===== config.mk =====
export PLATFORM = sky130hd
export DESIGN_NAME = text_console_cursor
export DESIGN_NICKNAME = d
export VERILOG_FILES = /design/src/hw/rtl/tcc_pkg.sv /design/src/hw/rtl/text_console_cursor.sv /design/src/hw/rtl/tcc_step.sv
export VERILOG_INCLUDE_DIRS = /design/src /design/src/hw/rtl
export SDC_FILE = /design/constraint.sdc
export NUM_CORES = 1
export LEC_CHECK = 0
export BUFFER_PORTS_ARGS = -buffer_cell sky130_fd_sc_hd__buf_2
export CAP_MARGIN = 10
export CORE_AREA = 2 2 169 171
export CTS_CLUSTER_DIAMETER = 200
export CTS_CLUSTER_SIZE = 12
export DETAILED_ROUTE_END_ITERATION = 10
export DIE_AREA = 0 0 171 173
export HOLD_SLACK_MARGIN = 0.08
export PLACE_DENSITY_LB_ADDON = 0.12
export SYNTH_ARGS = -nofsm -noshare
export SYNTH_HDL_FRONTEND = slang
export SYNTH_SLANG_ARGS = --single-unit

===== constraint.sdc =====
create_clock -name clk -period 11.7 [get_ports clk]
set_input_delay 1.17 -clock clk [delete_from_list [all_inputs] [get_ports clk]]
set_output_delay 1.17 -clock clk [all_outputs]
set_load 0.005 [all_outputs]

===== src/hw/rtl/assert_macros.svh =====
// assertion macros used by the top level of the console cursor block
`ifndef ASSERT_MACROS_SVH
`define ASSERT_MACROS_SVH

// plain property checked on every rising clock edge outside reset
`define ASSERT_CLK(lbl, prop, msg) \
    lbl: assert property (@(posedge clk) disable iff (!rst_n) (prop)) else $error(msg);

// implication checked on every rising clock edge outside reset
`define ASSERT_IMPL(lbl, ante, cons, msg) \
    lbl: assert property (@(posedge clk) disable iff (!rst_n) (ante) |-> (cons)) else $error(msg);

`endif


===== src/hw/rtl/tcc_pkg.sv =====
// types, constants and helpers shared by the console cursor block
`timescale 1ns / 1ps
`default_nettype none

package tcc_pkg;

    // glyph cell geometry and tab step
    localparam int GLYPH_WIDTH  = 8;
    localparam int GLYPH_HEIGHT = 16;
    localparam int TAB_STEP     = 4;

    // clamp limits of the screen size registers
    localparam logic [8:0] COLS_MAX = 9'd256;
    localparam logic [7:0] ROWS_MAX = 8'd128;

    // special character codes
    localparam logic [7:0] CHAR_NEWLINE   = 8'd10;
    localparam logic [7:0] CHAR_BACKSPACE = 8'd8;
    localparam logic [7:0] CHAR_TAB       = 8'd9;
    localparam logic [7:0] CHAR_SPACE     = 8'd32;

    // configuration register indexes
    localparam logic [1:0] CFG_SCREEN_COLS = 2'd0;
    localparam logic [1:0] CFG_SCREEN_ROWS = 2'd1;
    localparam logic [1:0] CFG_DEFAULT_FG  = 2'd2;
    localparam logic [1:0] CFG_DEFAULT_BG  = 2'd3;

    // command codes
    typedef enum logic [1:0] {
        CMD_PUT_CHAR   = 2'd0,
        CMD_SET_CURSOR = 2'd1,
        CMD_CLEAR      = 2'd2
    } command_t;

    // result kinds
    typedef enum logic [1:0] {
        KIND_DRAW   = 2'd0,
        KIND_SCROLL = 2'd1,
        KIND_CLEAR  = 2'd2
    } kind_t;

    // one input request
    typedef struct packed {
        logic [1:0]  command;
        logic [7:0]  glyph;
        logic [23:0] fg_color;
        logic [23:0] bg_color;
        logic [7:0]  column;
        logic [6:0]  row;
    } item_t;

    // one draw request towards the renderer
    typedef struct packed {
        kind_t       kind;
        logic [11:0] pixel_x;
        logic [11:0] pixel_y;
        logic [7:0]  cell_glyph;
        logic [23:0] cell_fg;
        logic [23:0] cell_bg;
        logic        last;
    } result_t;

    // configuration register contents
    typedef struct packed {
        logic [8:0]  screen_cols;
        logic [7:0]  screen_rows;
        logic [23:0] default_fg;
        logic [23:0] default_bg;
    } cfg_t;

    // left pixel of a text column, kept to 12 bits
    function automatic logic [11:0] col_px(input logic [7:0] col);
        return 12'({4'b0, col} * 12'(GLYPH_WIDTH));
    endfunction

    // top pixel of a text row, kept to 12 bits
    function automatic logic [11:0] row_px(input logic [7:0] row);
        return 12'({4'b0, row} * 12'(GLYPH_HEIGHT));
    endfunction

endpackage

`default_nettype wire


===== src/hw/rtl/text_console_cursor.sv =====
// top level of the text console cursor block
//
//  channel | direction | handshake            | payload
//  in      | input     | in_valid / in_ready  | command glyph fg_color bg_color column row
//  out     | output    | out_valid / out_ready| kind pixel_x pixel_y cell_glyph cell_fg cell_bg last
//  cfg     | input     | cfg_we               | cfg_index cfg_data
//
// one request a cycle while the buffer does not hold it off: it is registered in the input
// register, then the cursor logic places its zero to two results in a two-slot result buffer;
// after a request with two results the next one with results waits until one result is left
// and out_ready is high; the single result port drains one result a cycle while ready
// reset puts the cursor at the origin and the registers at 80 x 25, white on black
// a stalled output holds the buffer; requests with no results still pass, the first
// one with results waits in the input register and holds off the input
`timescale 1ns / 1ps
`default_nettype none
`include "assert_macros.svh"

module text_console_cursor (
    input  wire         clk,
    input  wire         rst_n,

    input  wire         cfg_we,
    input  wire  [1:0]  cfg_index,
    input  wire  [23:0] cfg_data,

    input  wire         in_valid,
    output logic        in_ready,
    input  wire  [1:0]  command,
    input  wire  [7:0]  glyph,
    input  wire  [23:0] fg_color,
    input  wire  [23:0] bg_color,
    input  wire  [7:0]  column,
    input  wire  [6:0]  row,

    output logic        out_valid,
    input  wire         out_ready,
    output logic [1:0]  kind,
    output logic [11:0] pixel_x,
    output logic [11:0] pixel_y,
    output logic [7:0]  cell_glyph,
    output logic [23:0] cell_fg,
    output logic [23:0] cell_bg,
    output logic        last
);

    tcc_pkg::cfg_t    cfg_reg;
    logic [7:0]       cursor_col_reg;
    logic [7:0]       cursor_row_reg;
    logic             s_valid_reg;
    logic             s_valid_next;
    tcc_pkg::item_t   s_item_reg;
    tcc_pkg::result_t slot0_reg;
    tcc_pkg::result_t slot0_next;
    tcc_pkg::result_t slot1_reg;
    tcc_pkg::result_t slot1_next;
    logic [1:0]       cnt_reg;
    logic [1:0]       cnt_next;

    tcc_pkg::result_t res0;
    tcc_pkg::result_t res1;
    logic [1:0]       n_res;
    logic [7:0]       new_col;
    logic [7:0]       new_row;
    logic             in_accept;
    logic             pop;
    logic             advance;
    logic             load;

    // configuration registers
    always_ff @(posedge clk or negedge rst_n)
    begin
        if (!rst_n)
        begin
            cfg_reg.screen_cols <= 9'd80;
            cfg_reg.screen_rows <= 8'd25;
            cfg_reg.default_fg  <= 24'hFFFFFF;
            cfg_reg.default_bg  <= 24'h000000;
        end
        else if (cfg_we)
        begin
            unique case (cfg_index)
                tcc_pkg::CFG_SCREEN_COLS: cfg_reg.screen_cols <= cfg_data[8:0];
                tcc_pkg::CFG_SCREEN_ROWS: cfg_reg.screen_rows <= cfg_data[7:0];
                tcc_pkg::CFG_DEFAULT_FG:  cfg_reg.default_fg  <= cfg_data;
                tcc_pkg::CFG_DEFAULT_BG:  cfg_reg.default_bg  <= cfg_data;
            endcase
        end
    end

    // cursor logic on the registered request
    tcc_step u_step (
        .item       (s_item_reg),
        .cfg        (cfg_reg),
        .cursor_col (cursor_col_reg),
        .cursor_row (cursor_row_reg),
        .res0       (res0),
        .res1       (res1),
        .n_res      (n_res),
        .new_col    (new_col),
        .new_row    (new_row)
    );

    // handshake and buffer control
    assign pop       = out_valid && out_ready;
    assign advance   = s_valid_reg &&
                       ((n_res == 2'd0) || (cnt_reg == 2'd0) ||
                        ((cnt_reg == 2'd1) && out_ready));
    assign load      = advance && (n_res != 2'd0);
    assign in_ready  = !s_valid_reg || advance;
    assign in_accept = in_valid && in_ready;

    // input register
    always_comb
    begin
        if (in_accept)
            s_valid_next = 1'b1;
        else if (advance)
            s_valid_next = 1'b0;
        else
            s_valid_next = s_valid_reg;
    end

    always_ff @(posedge clk or negedge rst_n)
    begin
        if (!rst_n)
            s_valid_reg <= 1'b0;
        else
            s_valid_reg <= s_valid_next;
    end

    always_ff @(posedge clk)
    begin
        if (in_accept)
        begin
            s_item_reg.command  <= command;
            s_item_reg.glyph    <= glyph;
            s_item_reg.fg_color <= fg_color;
            s_item_reg.bg_color <= bg_color;
            s_item_reg.column   <= column;
            s_item_reg.row      <= row;
        end
    end

    // cursor state
    always_ff @(posedge clk or negedge rst_n)
    begin
        if (!rst_n)
        begin
            cursor_col_reg <= 8'd0;
            cursor_row_reg <= 8'd0;
        end
        else if (advance)
        begin
            cursor_col_reg <= new_col;
            cursor_row_reg <= new_row;
        end
    end

    // two-slot result buffer, slot 0 faces the output
    always_comb
    begin
        slot0_next = slot0_reg;
        slot1_next = slot1_reg;
        cnt_next   = cnt_reg;
        if (load)
        begin
            slot0_next = res0;
            slot1_next = res1;
            cnt_next   = n_res;
        end
        else if (pop)
        begin
            slot0_next = slot1_reg;
            cnt_next   = cnt_reg - 2'd1;
        end
    end

    always_ff @(posedge clk or negedge rst_n)
    begin
        if (!rst_n)
            cnt_reg <= 2'd0;
        else
            cnt_reg <= cnt_next;
    end

    always_ff @(posedge clk)
    begin
        slot0_reg <= slot0_next;
        slot1_reg <= slot1_next;
    end

    // output ports
    assign out_valid  = (cnt_reg != 2'd0);
    assign kind       = slot0_reg.kind;
    assign pixel_x    = slot0_reg.pixel_x;
    assign pixel_y    = slot0_reg.pixel_y;
    assign cell_glyph = slot0_reg.cell_glyph;
    assign cell_fg    = slot0_reg.cell_fg;
    assign cell_bg    = slot0_reg.cell_bg;
    assign last       = slot0_reg.last;

    // checks on buffer and cursor bookkeeping
    `ASSERT_CLK(a_cnt_range, cnt_reg <= 2'd2, "result buffer count out of range")
    `ASSERT_IMPL(a_load_empty, load, (cnt_reg == 2'd0) || (cnt_reg == 2'd1 && pop), "load over pending result")
    `ASSERT_IMPL(a_pair_last, cnt_reg == 2'd2, !slot0_reg.last && slot1_reg.last, "bad last marks on pair")
    `ASSERT_IMPL(a_single_last, cnt_reg == 2'd1, slot0_reg.last, "single result without last")
    `ASSERT_CLK(a_row_bound, cursor_row_reg <= tcc_pkg::ROWS_MAX, "cursor row beyond one past last row")

endmodule

`default_nettype wire


===== src/hw/rtl/tcc_step.sv =====
// cursor update and draw request generation for one console request
`timescale 1ns / 1ps
`default_nettype none

module tcc_step (
    input  wire tcc_pkg::item_t   item,
    input  wire tcc_pkg::cfg_t    cfg,
    input  wire logic [7:0]       cursor_col,
    input  wire logic [7:0]       cursor_row,
    output tcc_pkg::result_t      res0,
    output tcc_pkg::result_t      res1,
    output logic [1:0]            n_res,
    output logic [7:0]            new_col,
    output logic [7:0]            new_row
);

    logic [8:0]       eff_cols;
    logic [7:0]       eff_rows;
    logic [7:0]       last_row;
    logic [7:0]       last_col;
    logic             need_scroll;
    logic [7:0]       c0;
    logic [7:0]       r0;
    logic [8:0]       c_inc;
    logic [8:0]       c_tab;
    logic [8:0]       r_inc;
    logic [7:0]       c_dec;
    tcc_pkg::result_t scroll_res;
    tcc_pkg::result_t clear_res;
    tcc_pkg::result_t ev_res;
    logic             ev_valid;

    // screen size clamped to its legal range
    always_comb
    begin
        if (cfg.screen_cols == 9'd0)
            eff_cols = 9'd1;
        else if (cfg.screen_cols > tcc_pkg::COLS_MAX)
            eff_cols = tcc_pkg::COLS_MAX;
        else
            eff_cols = cfg.screen_cols;

        if (cfg.screen_rows == 8'd0)
            eff_rows = 8'd1;
        else if (cfg.screen_rows > tcc_pkg::ROWS_MAX)
            eff_rows = tcc_pkg::ROWS_MAX;
        else
            eff_rows = cfg.screen_rows;
    end

    assign last_row = eff_rows - 8'd1;
    assign last_col = 8'(eff_cols - 9'd1);

    // cursor as seen after a possible leading scroll
    assign need_scroll = (cursor_row >= eff_rows);
    assign c0          = need_scroll ? 8'd0 : cursor_col;
    assign r0          = need_scroll ? last_row : cursor_row;
    assign c_inc       = {1'b0, c0} + 9'd1;
    assign c_tab       = {1'b0, c0} + 9'(tcc_pkg::TAB_STEP);
    assign r_inc       = {1'b0, r0} + 9'd1;
    assign c_dec       = c0 - 8'd1;

    // fixed shapes of the scroll and clear requests
    always_comb
    begin
        scroll_res.kind       = tcc_pkg::KIND_SCROLL;
        scroll_res.pixel_x    = 12'd0;
        scroll_res.pixel_y    = tcc_pkg::row_px(last_row);
        scroll_res.cell_glyph = tcc_pkg::CHAR_SPACE;
        scroll_res.cell_fg    = cfg.default_fg;
        scroll_res.cell_bg    = cfg.default_bg;
        scroll_res.last       = 1'b0;

        clear_res.kind        = tcc_pkg::KIND_CLEAR;
        clear_res.pixel_x     = 12'd0;
        clear_res.pixel_y     = 12'd0;
        clear_res.cell_glyph  = tcc_pkg::CHAR_SPACE;
        clear_res.cell_fg     = cfg.default_fg;
        clear_res.cell_bg     = cfg.default_bg;
        clear_res.last        = 1'b1;
    end

    // command decode, cursor movement and request selection
    always_comb
    begin
        ev_res             = scroll_res;
        ev_res.cell_fg     = item.fg_color;
        ev_res.cell_bg     = item.bg_color;
        ev_res.kind        = tcc_pkg::KIND_DRAW;
        ev_valid           = 1'b0;
        new_col            = cursor_col;
        new_row            = cursor_row;
        res0               = scroll_res;
        res1               = scroll_res;
        n_res              = 2'd0;

        unique case (tcc_pkg::command_t'(item.command))
            tcc_pkg::CMD_SET_CURSOR:
            begin
                if (({1'b0, item.column} < eff_cols) && ({1'b0, item.row} < eff_rows))
                begin
                    new_col = item.column;
                    new_row = {1'b0, item.row};
                end
            end
            tcc_pkg::CMD_CLEAR:
            begin
                res0  = clear_res;
                n_res = 2'd1;
            end
            tcc_pkg::CMD_PUT_CHAR:
            begin
                new_col = c0;
                new_row = r0;
                priority if (item.glyph == tcc_pkg::CHAR_NEWLINE)
                begin
                    if (r_inc >= {1'b0, eff_rows})
                    begin
                        ev_res   = scroll_res;
                        ev_valid = 1'b1;
                        new_col  = 8'd0;
                        new_row  = last_row;
                    end
                    else
                    begin
                        new_col = 8'd0;
                        new_row = r_inc[7:0];
                    end
                end
                else if (item.glyph == tcc_pkg::CHAR_BACKSPACE)
                begin
                    if (c0 == 8'd0 && r0 == 8'd0)
                    begin
                        ev_valid = 1'b0;
                    end
                    else if (c0 == 8'd0)
                    begin
                        // wrap back to the last cell of the row above
                        ev_res.pixel_x    = tcc_pkg::col_px(last_col);
                        ev_res.pixel_y    = tcc_pkg::row_px(r0 - 8'd1);
                        ev_res.cell_glyph = tcc_pkg::CHAR_SPACE;
                        ev_valid          = 1'b1;
                        new_col           = last_col;
                        new_row           = r0 - 8'd1;
                    end
                    else
                    begin
                        ev_res.pixel_x    = tcc_pkg::col_px(c_dec);
                        ev_res.pixel_y    = tcc_pkg::row_px(r0);
                        ev_res.cell_glyph = tcc_pkg::CHAR_SPACE;
                        ev_valid          = 1'b1;
                        if ({1'b0, c_dec} < eff_cols)
                            new_col = c_dec;
                    end
                end
                else if (item.glyph == tcc_pkg::CHAR_TAB)
                begin
                    if (c_tab >= eff_cols)
                        new_col = last_col;
                    else
                        new_col = c_tab[7:0];
                end
                else
                begin
                    // printable glyph, then advance with wrap
                    ev_res.pixel_x    = tcc_pkg::col_px(c0);
                    ev_res.pixel_y    = tcc_pkg::row_px(r0);
                    ev_res.cell_glyph = item.glyph;
                    ev_valid          = 1'b1;
                    if (c_inc >= eff_cols)
                    begin
                        new_col = 8'd0;
                        new_row = r_inc[7:0];
                    end
                    else
                    begin
                        new_col = c_inc[7:0];
                    end
                end

                // order the leading scroll before the command's own request
                ev_res.last = 1'b1;
                if (need_scroll)
                begin
                    res0      = scroll_res;
                    res0.last = !ev_valid;
                    res1      = ev_res;
                    n_res     = ev_valid ? 2'd2 : 2'd1;
                end
                else
                begin
                    res0  = ev_res;
                    res1  = ev_res;
                    n_res = ev_valid ? 2'd1 : 2'd0;
                end
            end
            default:
            begin
                n_res = 2'd0;
            end
        endcase
    end

endmodule

`default_nettype wire

==> impl_results.md, run 1 <==
- Final Skew: approximately 28 ps
- Hold Buf Count CTS: 0
- Post-CTS Resized: 0
- Crit path DAT: roughly 9300 ps
- # Post-CTS Setup Buffers: 0
- Max-slew violations: 0
- Max cap viols: 0
- WL/cell: ~21 um
- Placer Congestion: ~0.97
- Leakage: between 7 and 8 nW
- Core box area: 27600 um^2
- Total GRT Usage: 0.280
- Clk sinks: slightly above 300
- Synthesized area: around 16000 um^2
- Row cnt: a little over 60
- Status: completed
- Final WL: 41400 um
- Crit-path max FO: 48
- Final setup vio count: 0
- DIE AREA: 29600 um^2
- Synth Area per Inst: 11.8 um^2
- Largest net degree at the start of global routing: 82
- I/O Pins: 189
- RSZ-0062 raised after global routing: no
- Main synth FF type: edfxtp_1
- Min-Delay Startpoint: cnt_reg[1]$_DFFE_PN0P_
- Longest Clk Path Bufs: 3
- Rel. slew slack: 0.243
- Via density: about 6
- Hpwl dp: 28300 um
- Main area contributors after synthesis: edfxtp_1 41%, dfrtp_1 8.6%, mux2_2 8.2%, ha_1 5.1%, dfstp_2 4.7%
- Max Fclk: approximately 110 MHz
- Clock Root Buffer: clkbuf_16
- Chip width: about 170 um
- Slowest stage delay, CP: around 580 ps
- Synth Warn #: 0
- FFs w/ async S/R, synth: 0.275
- I/O Buffers: 180
- Seq/Total Area, Yosys: 0.548
- PD cells: around 260 nW/um^2
- Seq cells post-synth: between 300 and 400
- Clk_lat worst skew: about 570 ps
- Final hold violations: 0
- First-iteration detailed-routing DRC count: 1223
- Layout cells sized above 1: 0.260
- Post-synth EDFFs: 222
- Vias in the first global route: 11500
- Initial Util: 0.582
- Initial antenna violation count: 5
- Worst Tran Pin Value: around 1100 ps
- Post-DRT Antenna Nets: 0
- Total gr overflow: 0
- CTS tree: done
- Most used cell, CP: ha_1
- Final worst-path cycle share: 0.770
- Drt pass-1 iters: 5
- Via Count: about 12000
- Crit. End Element: flip-flop
- Post-synth top area share: 0.415
- Slowest cell on crit path: or2_4
- Crit path required time: between 10000 and 15000 ps
- Post-Synthesis Cells: between 1000 and 1500
- Reg-to-reg startpoint: cfg_reg[53]$_DFFE_PN0P_
- Worst Hold Class: flip-flop to flip-flop
- Remaining DRCs: 0
- Final net count: about 1700
- Final TNS setup: 0 ps
- Setup Crit Path Kind: flip-flop to flip-flop
- Final min period: ~9000 ps
- Number of flip-flops in the largest register: between 70 and 80
- CP startpoint kind: flip-flop
- Crit path launch: cfg_reg[53]$_DFFE_PN0P_
- Layout Area Growth over Synthesis: 12.7%
- Post-synth cell types: between 80 and 90
- H-Tree Level Count: 1
- Die H: between 150 and 200 um
- Total Power: approximately 0.0047 W
- VDD IR max: roughly 0.15 mV
- CTS Buf Count: 29
- Reg clk slew, reported paths: approximately 70 ps
- Largest area contributor in the netlist: edfxtp_1
- First-pass GRT wire length: 64300 um
-- report_power, final --
group / internal, W / switching [W]
Sequential: 0.00152 / 0.000185
Clock: 0.000468 / 0.000391
Combinational: 0.000827 / 0.00134
Total: 0.00282 / 0.00192
-- cell usage in the layout, fill, tap and decap left out, types with 12 or more instances in the layout --
| cell | count |
|---|---|
| ha_1 | 66 |
| buf_2 | 179 |
| nor3_1 | 25 |
| dfrtp_1 | 55 |
| nor2_1 | 79 |
| clkbuf_16 | 29 |
| clkbuf_1 | 23 |
| nand3_1 | 34 |
| o21ai_0 | 99 |
| a21oi_1 | 51 |
| mux2i_1 | 58 |
| nand2_1 | 140 |
| inv_1 | 25 |
| a22oi_1 | 12 |
| dfstp_2 | 29 |
| mux2_2 | 117 |
| edfxtp_1 | 222 |
| buf_4 | 16 |
| xnor2_1 | 20 |
| a31oi_1 | 18 |
-- cells in the mapped netlist, types with 25 or more instances --
library cell  number
nand2_1          141
dfstp_2           29
clkbuf_1          56
edfxtp_1         222
dfrtp_1           55
mux2i_1           58
nand3_1           35
mux2_2           117
o21ai_0           99
nor2_1            80
nor3_1            25
a21oi_1           51
ha_1              66
inv_1             25
-- final timing paths --
path                                                 end  slack, ps  cells after the start
max                                 cell_bg[3]$_DFFE_PP_       2690                     30
min                               cnt_reg[1]$_DFFE_PN0P_        510                      2
max reg2reg                         cell_bg[3]$_DFFE_PP_       2690                     30
min reg2reg                       cnt_reg[1]$_DFFE_PN0P_        510                      2
max in group asynchronous  cursor_col_reg[2]$_DFFE_PN0P_      10020                      2
min in group asynchronous        cfg_reg[10]$_DFFE_PN0P_        540                      1
-- logic make-up (layout without fill, tap and decap cells) --
kind of cell | after synthesis | in the layout | share of synthesized area
and+or+nand+nor | 371 | 371 | 0.108
AOI/OAI and AO/OA | 308 | 308 | 0.127
DFF | 306 | 306 | 0.548
muxes | 177 | 177 | 0.120
buffers and inverters | 110 | 279 | 0.0296
adders and majority gates | 66 | 66 | 0.0514
xor gates and xnor gates | 29 | 29 | 0.0158
other | 1 | 13 | 0.000233
-- area by class of cell --
type,count,area [um^2]
Multi-Input combinational cell,959,6860
Tap cell,378,473
Fill cell,2155,9510
Inverter,30,114
Sequential cell,306,8800
Antenna cell,5,12.5
Clock inverter,2,28.8
Clock buffer,52,812
Timing Repair Buffer,195,1020
-- metrics by stage --
stage / instance area, um^2 / util / setup WS, ps / hold slack (ps) / std cells
after floorplan: 16100 / - / 2380 / 466 / 1375
after global placement: 17300 / 0.625 / 3120 / 503 / 1868
after detailed placement: 17300 / 0.625 / 2860 / 497 / 1868
after CTS: 18100 / 0.655 / 2780 / 510 / 1922
after global routing: 18100 / 0.656 / 2030 / 535 / 1925
final: 18100 / 0.656 / 2690 / 513 / 1927
-- critical path: cells and delay by family, from the launching register on --
family	cells	cell delay [ps]
xor gates and xnor gates	1	80
muxes	1	450
adders and majority gates	4	1260
AOI/OAI and AO/OA	7	2140
and+or+nand+nor	12	2770
buffers and inverters	5	1460
DFF	1	420
-- routing by layer --
layer,track usage,vias to the layer above,wire length [um],share of wire
met5,0,-,0,0
met4,0.0851,0,1290,0.031
met3,0.0549,91,3490,0.084
met2,0.431,555,18800,0.45
met1,0.403,5645,17800,0.43
li1,-,5458,-,-
Note: power is estimated with default switching activity, not from simulation.
==> run 2, diff against run 1 <==
Settings changed: CORE_AREA 2 2 169 171 to 2 2 178 180, DIE_AREA 0 0 171 173 to 0 0 180 182.
Clock period 11.7 ns to 7.6 ns, I/O delays scaled along.
==> run 2 against run 1 <==
Sequential power is 54% higher. Global-route usage fell by 2.1 points. Critical path type is now flip-flop to output pin. Core utilization shrank 5.9 points. Clock skew grew 1.7 ps. Setup slack got worse by 2300 ps. Final cell count up 2.8%. Cell area increased by 2.1%. Wire length up 3.8%. Clock-buffer cell count unchanged. Largest cell class unchanged. First-iteration DRC count is 17% lower. Hold slack worse by 390 ps. Combinational power up 62%. Critical endpoint is now in_ready.
==> impl_results.md, run 2 (synthesis gave the netlist of run 1 again) <==
- Status: completed (unchanged)
- CTS tree: done (unchanged)
- Slowest cell on crit path: or4b_2 (was or2_4)
- Hpwl dp: 30000 um (was 28300 um)
- CP bufs+invs: 4 (was 5)
- Final net count: 1720 (was 1691)
- Commonest non-fill, non-tap cells in the layout: 222 x edfxtp_1, 179 x buf_2, 140 x nand2_1 (unchanged)
- Worst Tran Pin Value: 1260 ps (was 1140 ps)
- Layout cells sized above 1: 0.273 (was 0.260)
- Hold Buf Count CTS: 0 (unchanged)
- Final WL: 43000 um (was 41400 um)
- Number of flip-flops in the largest register: 74 (unchanged)
- Fin area: 18500 um^2 (was 18100 um^2)
- Final hold violations: 0 (unchanged)
- Rel. slew slack: 0.151 (was 0.243)
- Final Hold Slack: 128 ps (was 513 ps)
- Post-DRT Antenna Nets: 0 (unchanged)
- Setup crit end: in_ready (was cell_bg[3]$_DFFE_PP_)
- FF-to-FF path depth: 27 (was 30)
- Via density: 5.98 (was 6.10)
- Clk_lat worst skew: 570 ps (about the same)
- Placer Congestion: 0.956 (was 0.974)
- Max-slew violations: 0 (unchanged)
- Clk sinks: 306 (unchanged)
- Most used cell, CP: ha_1 (unchanged)
- VDD IR max: 0.205 mV (was 0.150 mV)
- Remaining DRCs: 0 (unchanged)
- RSZ-0062 raised after global routing: no (unchanged)
- Reg clk slew, reported paths: 70 ps (about the same)
- PD cells: 405 nW/um^2 (was 262 nW/um^2)
- Clock Root Buffer: clkbuf_16 (unchanged)
- Filler Cells Inserted: 2610 (was 2155)
- H-Tree Level Count: 1 (unchanged)
- Final min period: ~7200 ps
- Longest Clk Path Bufs: 3 (unchanged)
- Multi-input gate area: 6860 um^2 (about the same)
- Final Skew: 29.8 ps (was 28.1 ps)
- Core box area: 31000 um^2 (was 27600 um^2)
- Delay-heaviest family, CP: simple AND/OR/NAND/NOR gates (unchanged)
- Crit path DAT: 6470 ps (was 9250 ps)
- Leakage: 7.50 nW (was 7.31 nW)
- Worst Hold Class: input pin to asynchronous set/reset pin (was flip-flop to flip-flop)
- Final TNS setup: 0 ps (unchanged)
- Chip width: 180 um (was 171 um)
- Slowest stage delay, CP: 640 ps (was 580 ps)
- Initial antenna violation count: 6 (was 5)
- Drt pass-1 iters: 6 (was 5)
- Vias in the first global route: 11700 (was 11500)
- Most common cell after layout, fill and taps aside: edfxtp_1 (unchanged)
- First-iteration detailed-routing DRC count: 1019 (was 1223)
- Reg2reg end: cell_bg[23]$_DFFE_PP_ (was cell_bg[3]$_DFFE_PP_)
- WL/cell: 21.7 um (was 21.5 um)
- Setup Crit Path Kind: flip-flop to output pin (was flip-flop to flip-flop)
- Critical-path cell list: nand2b_1 -> o41ai_4 -> buf_4 -> inv_1 -> ha_1 -> or4b_2 -> o311ai_1 -> buf_4 -> nand4_1 -> o31a_1 -> xor2_1 -> ha_1 -> nand3_1 -> nand2_1 -> a41oi_1 -> a21oi_1 -> or2_2 -> o22ai_1 -> nand2b_1 -> ha_1 -> nor3_1 -> nor2_1 -> nand3_1 -> buf_2
- Area after DPL: 17600 um^2 (was 17300 um^2)
- Final worst-path cycle share: 0.951
- R2r setup slk: 550 ps (was 2690 ps)
- CTS Buf Count: 29 (unchanged)
- DIE AREA: 32800 um^2 (was 29600 um^2)
- Critical path depth: 24 (was 30)
- Max Fclk: between 100 and 150 MHz
- Final setup vio count: 0 (unchanged)
- Crit path required time: 6840 ps (was 11940 ps)
- First-pass GRT wire length: 66900 um (was 64300 um)
- CP startpoint kind: flip-flop (unchanged)
- Crit. End Element: output pin (was flip-flop)
- Via Count: 11800 (was 11700)
- I/O Buffers: 180 (unchanged)
- Layout Area Growth over Synthesis: 15.1% (was 12.7%)
- Largest net degree at the start of global routing: 107 (was 82)
- Initial Util: 0.519 (was 0.582)
- Max cap viols: 0 (unchanged)
- Total gr overflow: 0 (unchanged)
- Register area: 8800 um^2 (unchanged)
- Die H: 182 um (was 173 um)
- Reg-to-reg startpoint: cfg_reg[55]$_DFFE_PN0P_ (was cfg_reg[53]$_DFFE_PN0P_)
- Row cnt: 65 (was 61)
- I/O Pins: 189 (unchanged)
- Crit-path max FO: 12 (was 48)
- Crit path launch: cfg_reg[55]$_DFFE_PN0P_ (was cfg_reg[53]$_DFFE_PN0P_)
- Total GRT Usage: 0.259 (was 0.280)
==> run 2: changes by cell type in the layout (fill, tap and decap cells not counted), sizes merged <==
cell / previous run / this run
buf: 195 / 224
==> run 2: metrics by stage <==
| step | total power, W | setup WS (ps) | utilization | std cells |
|---|---|---|---|---|
| 4_1_cts | 0.00746 | 286 | 0.596 | 1974 |
| 3_5_place_dp | 0.00609 | 489 | 0.569 | 1920 |
| 2_1_floorplan | 0.00490 | 105 | - | 1375 |
| 3_3_place_gp | 0.00604 | 626 | 0.569 | 1920 |
| 6_report | 0.00749 | 374 | 0.597 | 1980 |
| 5_1_grt | 0.00798 | 70.0 | 0.597 | 1979 |
==> run 2: what timing repair did <==
item | 4_1_cts | 5_1_grt
endpoints found under the setup margin | 0 | 63
buffers inserted | 0 | 1
resized for setup | 0 | 1
==> run 2: metal layers <==
layer  GRT usage  vias up  wire, um
li1            -     5521         -
met3      0.0529       83      2950
met5           0        -        13
met1       0.353     5795     18700
met4      0.0855        2      1220
met2       0.415      437     20100
==> run 2: cell type report <==
type,instances,share of cell area
Sequential cell,306,0.476
Multi-Input combinational cell,959,0.371
Timing Repair Buffer,224,0.0728
Clock buffer,52,0.0439
Tap cell,402,0.0272
Inverter,30,0.00676
Clock inverter,2,0.00156
Antenna cell,5,0.000676
==> run 2: worst min-delay path by stage <==
stage	startpoint	end	slack, ps	cells past startpoint
final	rst_n	cfg_reg[21]$_DFFE_PN0P_	130	1
after global routing	rst_n	cfg_reg[15]$_DFFE_PN0P_	130	1
after CTS	rst_n	cfg_reg[23]$_DFFE_PN0P_	120	1
after detailed placement	cnt_reg[1]$_DFFE_PN0P_	cnt_reg[1]$_DFFE_PN0P_	500	2
after global placement	cnt_reg[1]$_DFFE_PN0P_	cnt_reg[1]$_DFFE_PN0P_	490	2
after floorplan	rst_n	cfg_reg[0]$_DFFE_PN0P_	460	0
==> run 2: power breakdown <==
group	switching, W	internal [W]	total, W	leakage (nW)
Sequential	0.000289	0.00234	0.00263	3.06
Combinational	0.00213	0.00139	0.00352	4.04
Clock	0.000618	0.000721	0.00134	0.398
